[src/sv/spr_pkg.sv]
`timescale 1ns / 1ps
// ----------------------------------------------------------------------------
// spr_pkg
// Shared types and constants of the stepper pulse ramp generator.
// ----------------------------------------------------------------------------
package spr_pkg;

	localparam int PIN_BITS  = 4;
	localparam int REG_BITS  = 16;
	localparam int IDX_BITS  = 3;
	localparam int RIDX_BITS = 3;

	localparam logic [REG_BITS-1:0] RST_CRUISE_HALF_PERIOD = 16'd10;
	localparam logic [REG_BITS-1:0] RST_START_HALF_PERIOD  = 16'd40;
	localparam logic [REG_BITS-1:0] RST_RAMP_STEP          = 16'd1;
	localparam logic                RST_STOP_RELEASES      = 1'b1;
	localparam logic [PIN_BITS-1:0] RST_DIR_FORWARD        = 4'h0;
	localparam logic [PIN_BITS-1:0] RST_DIR_REVERSE        = 4'hf;

	typedef enum logic [RIDX_BITS-1:0] {
		REG_CRUISE_HALF_PERIOD = 3'd0,
		REG_START_HALF_PERIOD  = 3'd1,
		REG_RAMP_STEP          = 3'd2,
		REG_STOP_RELEASES      = 3'd3,
		REG_DIR_FORWARD        = 3'd4,
		REG_DIR_REVERSE        = 3'd5
	} reg_index_t;

	typedef enum logic [1:0] {
		HEAD_STOP = 2'd0,
		HEAD_FWD  = 2'd1,
		HEAD_REV  = 2'd2
	} heading_t;

	typedef struct packed {
		logic [REG_BITS-1:0] cruise_half_period;
		logic [REG_BITS-1:0] start_half_period;
		logic [REG_BITS-1:0] ramp_step;
		logic                stop_releases_driver;
		logic [PIN_BITS-1:0] dir_level_forward;
		logic [PIN_BITS-1:0] dir_level_reverse;
	} cfg_t;

	typedef struct packed {
		logic                command;
		logic [IDX_BITS-1:0] motor_index;
		logic signed [1:0]   direction_request;
	} item_t;

	typedef struct packed {
		logic [PIN_BITS-1:0] step_levels;
		logic [PIN_BITS-1:0] dir_levels;
		logic [PIN_BITS-1:0] enable_levels;
		logic                any_active;
	} result_t;

	typedef struct packed {
		logic     tick;
		logic     addressed;
		heading_t want;
		logic     dir_bit;
	} lane_cmd_t;

	typedef struct packed {
		logic step;
		logic dir;
		logic enable;
		logic running;
	} lane_pins_t;

endpackage

[src/sv/spr_if.sv]
`timescale 1ns / 1ps
// ----------------------------------------------------------------------------
// spr interfaces
// Valid/ready channels for items, results and register writes.
// ----------------------------------------------------------------------------
interface spr_item_if;
	logic                         valid;
	logic                         ready;
	logic                         command;
	logic [spr_pkg::IDX_BITS-1:0] motor_index;
	logic signed [1:0]            direction_request;

	modport source (output valid, output command, output motor_index,
		output direction_request, input ready);
	modport sink (input valid, input command, input motor_index,
		input direction_request, output ready);
endinterface

interface spr_result_if;
	logic                         valid;
	logic                         ready;
	logic [spr_pkg::PIN_BITS-1:0] step_levels;
	logic [spr_pkg::PIN_BITS-1:0] dir_levels;
	logic [spr_pkg::PIN_BITS-1:0] enable_levels;
	logic                         any_active;

	modport source (output valid, output step_levels, output dir_levels,
		output enable_levels, output any_active, input ready);
	modport sink (input valid, input step_levels, input dir_levels,
		input enable_levels, input any_active, output ready);
endinterface

interface spr_cfg_if;
	logic                          valid;
	logic                          ready;
	logic [spr_pkg::RIDX_BITS-1:0] reg_index;
	logic [spr_pkg::REG_BITS-1:0]  wdata;

	modport source (output valid, output reg_index, output wdata, input ready);
	modport sink (input valid, input reg_index, input wdata, output ready);
endinterface

[src/sv/stepper_pulse_ramp_generator_unit.sv]
`timescale 1ns / 1ps
// ----------------------------------------------------------------------------
// stepper_pulse_ramp_generator_unit
// Step pulse generator with acceleration ramp for up to eight motors.
//
// items carries one beat per timer tick (command 0) or per motor command
// (command 1, motor_index, signed direction_request: 0 stop, >0 forward,
// <0 reverse). results returns one beat per item with the STEP, DIR and
// active-low ENABLE levels of motors 0 to 3 and an any_active flag.
// cfg writes the ramp and pin registers; it is always ready and should be
// written only while no item is in flight.
// An accepted item sits in the input register, all motor lanes update in
// parallel from it, and the result lands in the output register once that
// register is empty or its result is taken. Throughput is one item per
// cycle while results are taken. A stalled result stops the input register
// and the lanes; items keep flowing as long as results are taken.
// Reset: all motors stopped, STEP and DIR low, ENABLE high (driver off),
// half period at the start value, registers at their defaults.
// ----------------------------------------------------------------------------
module stepper_pulse_ramp_generator_unit #(
	parameter int NUM_MOTORS = 4,
	parameter int TICK_WIDTH = 16
) (
	input logic          clk,
	input logic          arst_n,
	spr_item_if.sink     items,
	spr_result_if.source results,
	spr_cfg_if.sink      cfg
);
	import spr_pkg::*;

	cfg_t       regs;
	item_t      item_s1;
	logic       item_valid_s1;
	result_t    res_s2;
	logic       res_valid_s2;
	logic       advance;
	logic       fire;
	heading_t   want;
	lane_cmd_t  lane_cmd [NUM_MOTORS];
	lane_pins_t lane_pins [NUM_MOTORS];
	result_t    res_d;

	spr_cfg_regs u_cfg (
		.clk    (clk),
		.arst_n (arst_n),
		.cfg    (cfg),
		.regs   (regs)
	);

	assign advance     = !res_valid_s2 || results.ready;
	assign fire        = item_valid_s1 && advance;
	assign items.ready = !item_valid_s1 || advance;

	always_comb begin
		unique case (item_s1.direction_request)
			2'sb00:  want = HEAD_STOP;
			2'sb01:  want = HEAD_FWD;
			default: want = HEAD_REV;
		endcase
	end

	for (genvar i = 0; i < NUM_MOTORS; i++) begin : g_lane
		logic dir_bit;
		if (i < PIN_BITS) begin : g_pin
			assign dir_bit = (want == HEAD_FWD) ? regs.dir_level_forward[i]
				: regs.dir_level_reverse[i];
		end else begin : g_nopin
			assign dir_bit = 1'b0;
		end

		assign lane_cmd[i].tick      = fire && !item_s1.command;
		assign lane_cmd[i].addressed = fire && item_s1.command
			&& (item_s1.motor_index == IDX_BITS'(i));
		assign lane_cmd[i].want      = want;
		assign lane_cmd[i].dir_bit   = dir_bit;

		spr_motor_lane #(
			.TICK_WIDTH (TICK_WIDTH)
		) u_lane (
			.clk      (clk),
			.arst_n   (arst_n),
			.regs     (regs),
			.cmd      (lane_cmd[i]),
			.pins_nxt (lane_pins[i])
		);
	end

	always_comb begin
		res_d = '0;
		for (int i = 0; i < NUM_MOTORS; i++) begin
			if (lane_pins[i].running) begin
				res_d.any_active = 1'b1;
			end
		end
		for (int i = 0; i < PIN_BITS; i++) begin
			if (i < NUM_MOTORS) begin
				res_d.step_levels[i]   = lane_pins[i].step;
				res_d.dir_levels[i]    = lane_pins[i].dir;
				res_d.enable_levels[i] = lane_pins[i].enable;
			end
		end
	end

	always_ff @(posedge clk or negedge arst_n) begin
		if (!arst_n) begin
			item_valid_s1 <= 1'b0;
			res_valid_s2  <= 1'b0;
		end else begin
			if (items.ready) begin
				item_valid_s1 <= items.valid;
			end
			if (advance) begin
				res_valid_s2 <= item_valid_s1;
			end
		end
	end

	always_ff @(posedge clk) begin
		if (items.valid && items.ready) begin
			item_s1.command           <= items.command;
			item_s1.motor_index       <= items.motor_index;
			item_s1.direction_request <= items.direction_request;
		end
		if (fire) begin
			res_s2 <= res_d;
		end
	end

	assign results.valid         = res_valid_s2;
	assign results.step_levels   = res_s2.step_levels;
	assign results.dir_levels    = res_s2.dir_levels;
	assign results.enable_levels = res_s2.enable_levels;
	assign results.any_active    = res_s2.any_active;

endmodule

[src/sv/spr_cfg_regs.sv]
`timescale 1ns / 1ps
// ----------------------------------------------------------------------------
// spr_cfg_regs
// Configuration register file, written one beat at a time.
// ----------------------------------------------------------------------------
module spr_cfg_regs (
	input  logic          clk,
	input  logic          arst_n,
	spr_cfg_if.sink       cfg,
	output spr_pkg::cfg_t regs
);
	import spr_pkg::*;

	cfg_t regs_q;

	assign cfg.ready = 1'b1;
	assign regs      = regs_q;

	always_ff @(posedge clk or negedge arst_n) begin
		if (!arst_n) begin
			regs_q.cruise_half_period   <= RST_CRUISE_HALF_PERIOD;
			regs_q.start_half_period    <= RST_START_HALF_PERIOD;
			regs_q.ramp_step            <= RST_RAMP_STEP;
			regs_q.stop_releases_driver <= RST_STOP_RELEASES;
			regs_q.dir_level_forward    <= RST_DIR_FORWARD;
			regs_q.dir_level_reverse    <= RST_DIR_REVERSE;
		end else if (cfg.valid) begin
			unique case (reg_index_t'(cfg.reg_index))
				REG_CRUISE_HALF_PERIOD: regs_q.cruise_half_period <= cfg.wdata;
				REG_START_HALF_PERIOD:  regs_q.start_half_period  <= cfg.wdata;
				REG_RAMP_STEP:          regs_q.ramp_step          <= cfg.wdata;
				REG_STOP_RELEASES:      regs_q.stop_releases_driver <= cfg.wdata[0];
				REG_DIR_FORWARD:        regs_q.dir_level_forward  <= cfg.wdata[PIN_BITS-1:0];
				REG_DIR_REVERSE:        regs_q.dir_level_reverse  <= cfg.wdata[PIN_BITS-1:0];
				default: begin
				end
			endcase
		end
	end

endmodule

[src/sv/spr_motor_lane.sv]
`timescale 1ns / 1ps
// ----------------------------------------------------------------------------
// spr_motor_lane
// State of one motor: tick counter, STEP toggle, ramp and command handling.
// ----------------------------------------------------------------------------
module spr_motor_lane #(
	parameter int TICK_WIDTH = 16
) (
	input  logic               clk,
	input  logic               arst_n,
	input  spr_pkg::cfg_t      regs,
	input  spr_pkg::lane_cmd_t cmd,
	output spr_pkg::lane_pins_t pins_nxt
);
	import spr_pkg::*;

	localparam int CMP_W = (TICK_WIDTH > REG_BITS) ? TICK_WIDTH : REG_BITS;

	logic                  running_q, running_d;
	logic                  step_q, step_d;
	logic [TICK_WIDTH-1:0] half_q, half_d;
	logic [TICK_WIDTH-1:0] count_q, count_d;
	heading_t              heading_q, heading_d;
	logic                  dir_q, dir_d;
	logic                  enable_q, enable_d;

	logic [TICK_WIDTH-1:0] count_inc;
	logic [TICK_WIDTH-1:0] cruise;
	logic [TICK_WIDTH-1:0] ramp;
	logic [TICK_WIDTH-1:0] margin;

	assign count_inc = count_q + TICK_WIDTH'(1);
	assign cruise    = TICK_WIDTH'(regs.cruise_half_period);
	assign ramp      = TICK_WIDTH'(regs.ramp_step);
	assign margin    = half_q - cruise;

	always_comb begin
		running_d = running_q;
		step_d    = step_q;
		half_d    = half_q;
		count_d   = count_q;
		heading_d = heading_q;
		dir_d     = dir_q;
		enable_d  = enable_q;
		if (cmd.tick) begin
			if (running_q) begin
				count_d = count_inc;
				if (count_inc >= half_q) begin
					count_d = '0;
					step_d  = !step_q;
					// falling edge ends a full pulse
					if (step_q && half_q > cruise) begin
						if (CMP_W'(margin) > CMP_W'(regs.ramp_step)) begin
							half_d = half_q - ramp;
						end else begin
							half_d = cruise;
						end
					end
				end
			end
		end else if (cmd.addressed) begin
			if (cmd.want == HEAD_STOP) begin
				running_d = 1'b0;
				heading_d = HEAD_STOP;
				enable_d  = regs.stop_releases_driver;
			end else begin
				if (heading_q != cmd.want) begin
					dir_d     = cmd.dir_bit;
					half_d    = TICK_WIDTH'(regs.start_half_period);
					count_d   = '0;
					heading_d = cmd.want;
				end
				enable_d  = 1'b0;
				running_d = 1'b1;
			end
		end
	end

	always_ff @(posedge clk or negedge arst_n) begin
		if (!arst_n) begin
			running_q <= 1'b0;
			step_q    <= 1'b0;
			half_q    <= TICK_WIDTH'(RST_START_HALF_PERIOD);
			count_q   <= '0;
			heading_q <= HEAD_STOP;
			dir_q     <= 1'b0;
			enable_q  <= 1'b1;
		end else begin
			running_q <= running_d;
			step_q    <= step_d;
			half_q    <= half_d;
			count_q   <= count_d;
			heading_q <= heading_d;
			dir_q     <= dir_d;
			enable_q  <= enable_d;
		end
	end

	assign pins_nxt.step    = step_d;
	assign pins_nxt.dir     = dir_d;
	assign pins_nxt.enable  = enable_d;
	assign pins_nxt.running = running_d;

endmodule

[src/flat_wrapper.sv]
// flat-port wrapper written by rule: the top's interface ports become plain ports
module stepper_pulse_ramp_generator_unit_flat import spr_pkg::*;
#(
	parameter int NUM_MOTORS = 4,
	parameter int TICK_WIDTH = 16
)
  (clk, arst_n, items_valid, items_command, items_motor_index, items_direction_request, items_ready, results_valid, results_step_levels, results_dir_levels, results_enable_levels, results_any_active, results_ready, cfg_valid, cfg_reg_index, cfg_wdata, cfg_ready);
  spr_item_if items_i ();
  spr_result_if results_i ();
  spr_cfg_if cfg_i ();
  input logic clk;
  input logic arst_n;
  input wire logic [$bits(items_i.valid)-1:0] items_valid;
  input wire logic [$bits(items_i.command)-1:0] items_command;
  input wire logic [$bits(items_i.motor_index)-1:0] items_motor_index;
  input wire logic [$bits(items_i.direction_request)-1:0] items_direction_request;
  output wire logic [$bits(items_i.ready)-1:0] items_ready;
  output wire logic [$bits(results_i.valid)-1:0] results_valid;
  output wire logic [$bits(results_i.step_levels)-1:0] results_step_levels;
  output wire logic [$bits(results_i.dir_levels)-1:0] results_dir_levels;
  output wire logic [$bits(results_i.enable_levels)-1:0] results_enable_levels;
  output wire logic [$bits(results_i.any_active)-1:0] results_any_active;
  input wire logic [$bits(results_i.ready)-1:0] results_ready;
  input wire logic [$bits(cfg_i.valid)-1:0] cfg_valid;
  input wire logic [$bits(cfg_i.reg_index)-1:0] cfg_reg_index;
  input wire logic [$bits(cfg_i.wdata)-1:0] cfg_wdata;
  output wire logic [$bits(cfg_i.ready)-1:0] cfg_ready;
  assign items_i.valid = items_valid;
  assign items_i.command = items_command;
  assign items_i.motor_index = items_motor_index;
  assign items_i.direction_request = items_direction_request;
  assign items_ready = items_i.ready;
  assign results_valid = results_i.valid;
  assign results_step_levels = results_i.step_levels;
  assign results_dir_levels = results_i.dir_levels;
  assign results_enable_levels = results_i.enable_levels;
  assign results_any_active = results_i.any_active;
  assign results_i.ready = results_ready;
  assign cfg_i.valid = cfg_valid;
  assign cfg_i.reg_index = cfg_reg_index;
  assign cfg_i.wdata = cfg_wdata;
  assign cfg_ready = cfg_i.ready;
  stepper_pulse_ramp_generator_unit #(.NUM_MOTORS(NUM_MOTORS), .TICK_WIDTH(TICK_WIDTH)) u_core (.clk(clk), .arst_n(arst_n), .items(items_i), .results(results_i), .cfg(cfg_i));
endmodule
[config.mk]
export PLATFORM = sky130hd
export DESIGN_NAME = stepper_pulse_ramp_generator_unit_flat
export DESIGN_NICKNAME = d
export VERILOG_FILES = /design/src/sv/spr_pkg.sv /design/src/sv/spr_if.sv /design/src/sv/stepper_pulse_ramp_generator_unit.sv /design/src/sv/spr_cfg_regs.sv /design/src/sv/spr_motor_lane.sv /design/src/flat_wrapper.sv
export SDC_FILE = /design/constraint.sdc
export NUM_CORES = 1
export LEC_CHECK = 0
export BUFFER_PORTS_ARGS = -buffer_cell sky130_fd_sc_hd__buf_2
export CAP_MARGIN = 20
export CORE_MARGIN = 10
export CORE_UTILIZATION = 23
export CTS_CLUSTER_SIZE = 8
export DETAILED_ROUTE_END_ITERATION = 12
export GPL_TIMING_DRIVEN = 0
export PLACE_DENSITY_LB_ADDON = 0.05
export SLEW_MARGIN = 20
export SYNTH_ARGS = -nofsm -noshare
export SYNTH_HDL_FRONTEND = slang
export SYNTH_SLANG_ARGS = --single-unit
[constraint.sdc]
create_clock -name clk -period 5.9 [get_ports clk]
set_input_delay 0.59 -clock clk [delete_from_list [all_inputs] [get_ports clk]]
set_output_delay 0.59 -clock clk [all_outputs]
set_load 0.05 [all_outputs]
# After elaboration in Yosys (flattened, before gate mapping)
# Cells that the tools add are included.
# totals
register_bits	230
output_inout_bits	16
wordCells	267
# op_classes
add_sub_neg	12
magnitude_cmp	12
eq_ne	27
muxes	116
bitwise	1
reduce_logical	56
# op_table
op	count
two-way mux 16 bit	56
greater-than comparator 16 bit	8
subtractor 16 bit	8
adder 16 x 1 -> 16 bit (second input constant)	4
>= comparator 16 bit	4
two-way mux 1 bit	51
AND reduction 6 bit	4
nonzero test 2 bit	12
inequality test 2 bit (second input constant)	10
two-way mux 2 bit	8
AND reduction 4 bit	4
== test 3 x 2 -> 1 bit (second input constant)	4
logical AND 1 bit	12
AND reduction 2 bit	6
AND reduction 3 bit	4
inequality test 2 bit	4
logical NOT 1 bit	7
== test 3 x 1 -> 1 bit (second input constant)	2
== test 3 bit (second input constant)	2
logical NOT 3 bit	2
inequality test 2 x 1 -> 1 bit (second input constant)	3
== test 2 x 1 -> 1 bit (second input constant)	2
logical NOT 2 bit	2
one-hot mux 2 bit (2 select lines)	1
other kinds (3)	4

# Depth between registers and ports, before layout
# depth
depth_word	8
mapped_depth	23

# By module
# A second synthesis with hierarchy kept.
# hier_totals
hier_cells	2376
hier_area_um2	20965.1
# by_module_without_submodules
mod	n_inst	cells_per_inst	area_per_inst_um2	seq_area_each_um2
spr_motor_lane at u_core.g_lane[1].u_lane ...	2	571	4523.1	954.7
spr_motor_lane at u_core.g_lane[0].u_lane	1	547	4454.3	954.7
spr_motor_lane at u_core.g_lane[3].u_lane	1	515	4229.1	954.7
spr_cfg_regs	1	127	2347.3	1438.9
stepper_pulse_ramp_generator_unit	1	45	888.4	620.6

# Worst setup path after synthesis
# No wires, ideal clock.
# synth_timing
path_type	register -> register
start	register u_core.u_cfg.regs_q, in the netlist u_core.u_cfg.regs[42]
end	register u_core.g_lane[0].u_lane.half_q[15]
arrival_ns	4.599
required_ns	5.760
slack_ns	1.161
stages_incl_launch_ff	21
path_buffers	2
period_less_slack_ns	4.739
path_cell_list	dfstp_2 inv_1 ha_1 nor2b_1 o21ai_0 a21boi_0 o21ai_0 a211oi_1 o32ai_1 o21ai_0 xor2_1 ha_1 nand4_1 or2_2 or3_1 o21ai_0 buf_2 buf_2 nor2_1 a2111oi_0 a211oi_1
# synth_between
elab_chain_len	7
# synth_rtl
item	line	rtl
start: declaration	spr_cfg_regs.sv:14	cfg_t regs_q;
subtractor 16 bit	spr_motor_lane.sv:35	assign margin = half_q - cruise;
greater-than comparator 16 bit	spr_motor_lane.sv:53	if (CMP_W'(margin) > CMP_W'(regs.ramp_step)) begin
two-way mux 16 bit	spr_motor_lane.sv:53	
two-way mux 16 bit	spr_motor_lane.sv:52	if (step_q && half_q > cruise) begin
two-way mux 16 bit	spr_motor_lane.sv:48	if (count_inc >= half_q) begin
two-way mux 16 bit	spr_motor_lane.sv:46	if (running_q) begin
two-way mux 16 bit	spr_motor_lane.sv:45	if (cmd.tick) begin
end signal: assignment	spr_motor_lane.sv:83	half_q <= TICK_WIDTH'(RST_START_HALF_PERIOD);
end signal: assignment	spr_motor_lane.sv:91	half_q <= half_d;
end: declaration	spr_motor_lane.sv:21	logic [TICK_WIDTH-1:0] half_q, half_d;
# Parallel ways exist; a longest one is shown, timed or not. The select of a mux whose other input is x is not followed.
# A chain may end at the register's enable or synchronous reset.

# Final worst setup path
# layout_timing
start	register u_core.u_cfg.regs_q, in the netlist u_core.u_cfg.regs[47]
end	register u_core.g_lane[0].u_lane.half_q[14]
# Same word-level chain as after synthesis.

==> metrics.csv <==
stage,metric,value,unit
pwr,Pint,6500,uW
setup_path,crit-path max FO,10,
grt,initial antenna violation count,13,
synthesis,Yosys warning count,0,
synthesis,most common library cells after synthesis,"ha_1 (256), dfrtp_1 (189), o21ai_0 (187)",
floorplanning,I/O pins,46,
timing,Rel. slew slack,22.4,%
cts,Clock Pin Slew Worst Setup and Hold Paths,0.06,ns
layout,P&R area growth vs syn,15.9,%
worst_hold_path,hold_sp,items_motor_index[2],
synthesis,Async SR Flop Fraction,91.7,%
pwr,leakage power,0.0104,uW
floorplanning,Die X,311,um
timing,Setup-failing EPs final,0,
timing,fin crit share,98.4,%
synthesis,top-area cell type share of the netlist area,24.3,%
grt,global-route wire length before repair,117,mm
synthesis,Mapped Area,19500,um^2
placement,dpl cells,3383,
placement,Placer Congestion,0.834,
layout,non-filler instance count after layout,3469,
setup_path,Startpoint Class,register,
placement,count of input and output buffers,44,
cts,CTS buffer count,36,
floorplanning,Initial Utilization,23.2,%
floorplanning,Die H,311,um
timing,worst-margin pin slew,1.16,ns
timing,Final Critical Period,5.81,ns
worst_hold_path,Hold Crit Depth,1,
layout,Storage cell area,5880,um^2
setup_path,Worst EP required,6.39,ns
layout,layout cells sized above 1,10.2,%
setup_path,Crit. End Element,register,
detailed_routing,TritonRoute pass-1 iters,5,
synthesis,ranking of synthesized cells by area,"dfrtp_1 (24%), ha_1 (16%), o21ai_0 (4.8%)",
detailed_routing,Avg WL per Cell,23.6,um
pwr,Switching Fraction,47.8,%
layout,area of the multi-input gates,12900,um^2
floorplanning,# rows,106,
cts,Root Buffer,clkbuf_16,
pwr,sequential power share,20.2,%
synthesis,Post-Syn Instances,2201,
timing,clk_skew,0.0351,ns
synthesis,share of the yosys chip area belonging to registers,30.2,%
layout,# nets final,2601,
synthesis,Synth area leader,dfrtp_1,
worst_hold_path,Min-Delay Endpoint,u_core.item_s1[4]$_DFFE_PP_,
layout,Fillers,9107,
synthesis,"FF+latch count, synth",230,
setup_path,FF-to-FF setup slack,0.09,ns
timing,FMAX,0.172,GHz
pwr,clock power share,16.4,%
placement,pre-CTS setup slack,-0.528,ns
floorplanning,full die area,96700,um^2
detailed_routing,Routed WL,81.8,mm
timing,final hold vios,0,
run,Max-Cap Viols,0,
synthesis,post-synthesis cell type count,84,
cts,clock buffer depth,3,
setup_path,kind of critical path,reg -> reg,
pwr,Pwr Density,552,nW/um^2
synthesis,"EDFF count, synth",19,
detailed_routing,Iteration-0 DRC Markers,1095,
pwr,Gate power share,63.4,%
pwr,Psw,5950,uW
grt,largest net degree at the start of global routing,63,
setup_path,worst reg2reg startpoint,u_core.u_cfg.regs[47]$_DFFE_PN0P_,
detailed_routing,vias per cell,4.93,
detailed_routing,via count,17100,
setup_path,FF-to-FF End,u_core.g_lane[0].u_lane.half_q[14]$_DFFE_PN0P_,
pwr,total design power,12500,uW
cts,Worst-Skew Late Latency,0.57,ns
setup_path,crit path DAT,6.29,ns
worst_hold_path,Hold Path Class,in -> reg,
detailed_routing,antenna-violating nets left,0,
detailed_routing,DRC viols,0,
synthesis,"count leader, synth",ha_1,
timing,min setup slack post-route,0.0940,ns
synthesis,Synth Flop Type,dfrtp_1,
cts,TritonCTS clock tree,done,
synthesis,average size of a mapped cell,8.85,um^2
setup_path,worst reg2reg path depth,19,
pwr,worst vdd ir,0.200,mV
cts,CTS sink cnt,230,
timing,fin. max-slew vios,0,
placement,placed wire-length estimate,60.8,mm
grt,total grt overflow,0,
floorplanning,Core Box Area,83800,um^2
grt,vias in the first global route,17000,
timing,post-route setup TNS,0,ns
cts,maximum level of the CTS H-tree,2,
layout,"Core Util, Final",26.9,%
outcome,run status,completed,
grt,Tot GR Track Use,16.4,%
synthesis,Syn Nets,2495,
registers in the layout (all words and copies together), names as in the netlist:
register / cells
u_core.results.step_levels: 4
u_core.item_s1: 6
u_core.results.valid: 1
u_core.g_lane.u_lane.step_q: 4
u_core.g_lane.u_lane.dir_q: 4
u_core.results.enable_levels: 4
u_core.u_cfg.regs: 57
u_core.g_lane.u_lane.heading_q: 8
u_core.item_valid_s1: 1
u_core.g_lane.u_lane.running_q: 4
u_core.g_lane.u_lane.half_q: 64
u_core.results.any_active: 1
u_core.g_lane.u_lane.enable_q: 4
u_core.results.dir_levels: 4
u_core.g_lane.u_lane.count_q: 64
kinds of logic (layout without fill, tap and decap cells):
| family | count (synthesis) | in the layout | synth area share [%] |
|---|---|---|---|
| AO/OA/AOI/OAI | 640 | 640 | 21.4 |
| XOR/XNOR | 154 | 154 | 6.93 |
| adder cells (fa/ha/maj) | 264 | 264 | 17.3 |
| buffers and inverters | 199 | 330 | 4.07 |
| flip-flops | 230 | 230 | 30.2 |
| multiplexers | 85 | 85 | 4.63 |
| other | 1 | 4 | 0.0193 |
| AND/OR/NAND/NOR | 628 | 628 | 15.5 |
cells in the final DEF, fill, tap and decap left out, types with 9 or more instances in the layout:
cell type,n
ha_1,256
dfrtp_1,187
o21ai_0,184
nand2_1,184
nor2_1,158
inv_1,130
a21oi_1,108
xnor2_1,88
a21o_1,86
xor2_1,66
clkbuf_1,61
nand3_1,58
a211oi_1,52
buf_2,51
mux2i_1,44
mux2_2,40
nor2b_1,38
clkbuf_16,37
nor3_1,35
nand4_1,34
o21a_1,30
nand2b_1,29
and3_1,28
o31ai_1,25
buf_4,24
dfstp_2,21
o21ai_1,19
edfxtp_1,19
a31oi_1,13
a22o_1,13
or3_1,12
o21bai_1,11
a21boi_0,10
nor4_1,10
a211o_1,10
o41ai_1,9
through the flow:
| step | hold WS [ns] | instance area (um^2) |
|---|---|---|
| after global routing | 0.183 | 22600 |
| after detailed placement | 0.478 | 21200 |
| after CTS | 0.170 | 22400 |
| after floorplan | 0.294 | 19500 |
| final | 0.206 | 22600 |
| after global placement | 0.482 | 21100 |
critical path, stage by stage, from the launching register on:
cell	delay, ns
dfrtp_1	0.73
inv_1	0.56
ha_1	0.51
or3_1	0.32
o21ai_0	0.13
a211oi_2	0.11
o31a_1	0.28
o21ai_0	0.27
o21ai_0	0.18
xor2_1	0.17
ha_1	0.31
nand4_1	0.15
or2_2	0.35
or3_1	0.37
o21ai_0	0.08
clkbuf_4	0.28
clkbuf_4	0.27
mux2i_1	0.09
a211oi_1	0.41
a21o_1	0.13
power by group through the flow:
stage	clock [uW]	combinational, uW	sequential, uW
floorplan	0	5620	2290
global route	2180	8820	2560
finish	2040	7900	2510
global placement	0	7510	2540
detailed placement	0	7590	2550
CTS	2130	7710	2530
how the worst max path moves through the flow:
stage,from,end,slack (ns),cells after the start
after floorplan,u_core.u_cfg.regs[42]$_DFFE_PN1P_,u_core.g_lane[0].u_lane.half_q[15]$_DFFE_PN0P_,1.16,20
after global placement,u_core.u_cfg.regs[42]$_DFFE_PN1P_,u_core.g_lane[1].u_lane.half_q[3]$_DFFE_PN1P_,-0.51,21
after detailed placement,u_core.u_cfg.regs[42]$_DFFE_PN1P_,u_core.g_lane[1].u_lane.half_q[3]$_DFFE_PN1P_,-0.53,21
after CTS,u_core.u_cfg.regs[44]$_DFFE_PN1P_,u_core.g_lane[3].u_lane.half_q[10]$_DFFE_PN0P_,0.02,19
after global routing,u_core.u_cfg.regs[42]$_DFFE_PN1P_,u_core.g_lane[1].u_lane.half_q[0]$_DFFE_PN0P_,-0.07,23
final,u_core.u_cfg.regs[47]$_DFFE_PN0P_,u_core.g_lane[0].u_lane.half_q[14]$_DFFE_PN0P_,0.09,19
per-layer routing:
metal,GRT usage [%],up-vias,routed length [um]
met3,3.77,127,5020
met1,20.5,8295,35700
met2,27.1,409,37800
met5,0,-,51
li1,-,8249,-
met4,6.10,10,3120
layout make-up:
type	instances	share of cell area, %
multi-input combinational	1772	57.1
sequential	230	26.1
tap	1134	6.29
clock buffer	60	4.62
inverter	136	2.33
timing repair buffer	68	2.13
buffer	63	1.31
clock inverter	3	0.133
antenna	3	0.0333
timing repair:
item	4_1_cts	5_1_grt
pin swaps	0	3
endpoints found under the setup margin	52	52
resized for setup	9	22
endpoints found under the hold margin	39	0
setup buffers	4	15
hold buffers	1	0
Power figures use the tool's default switching activity.
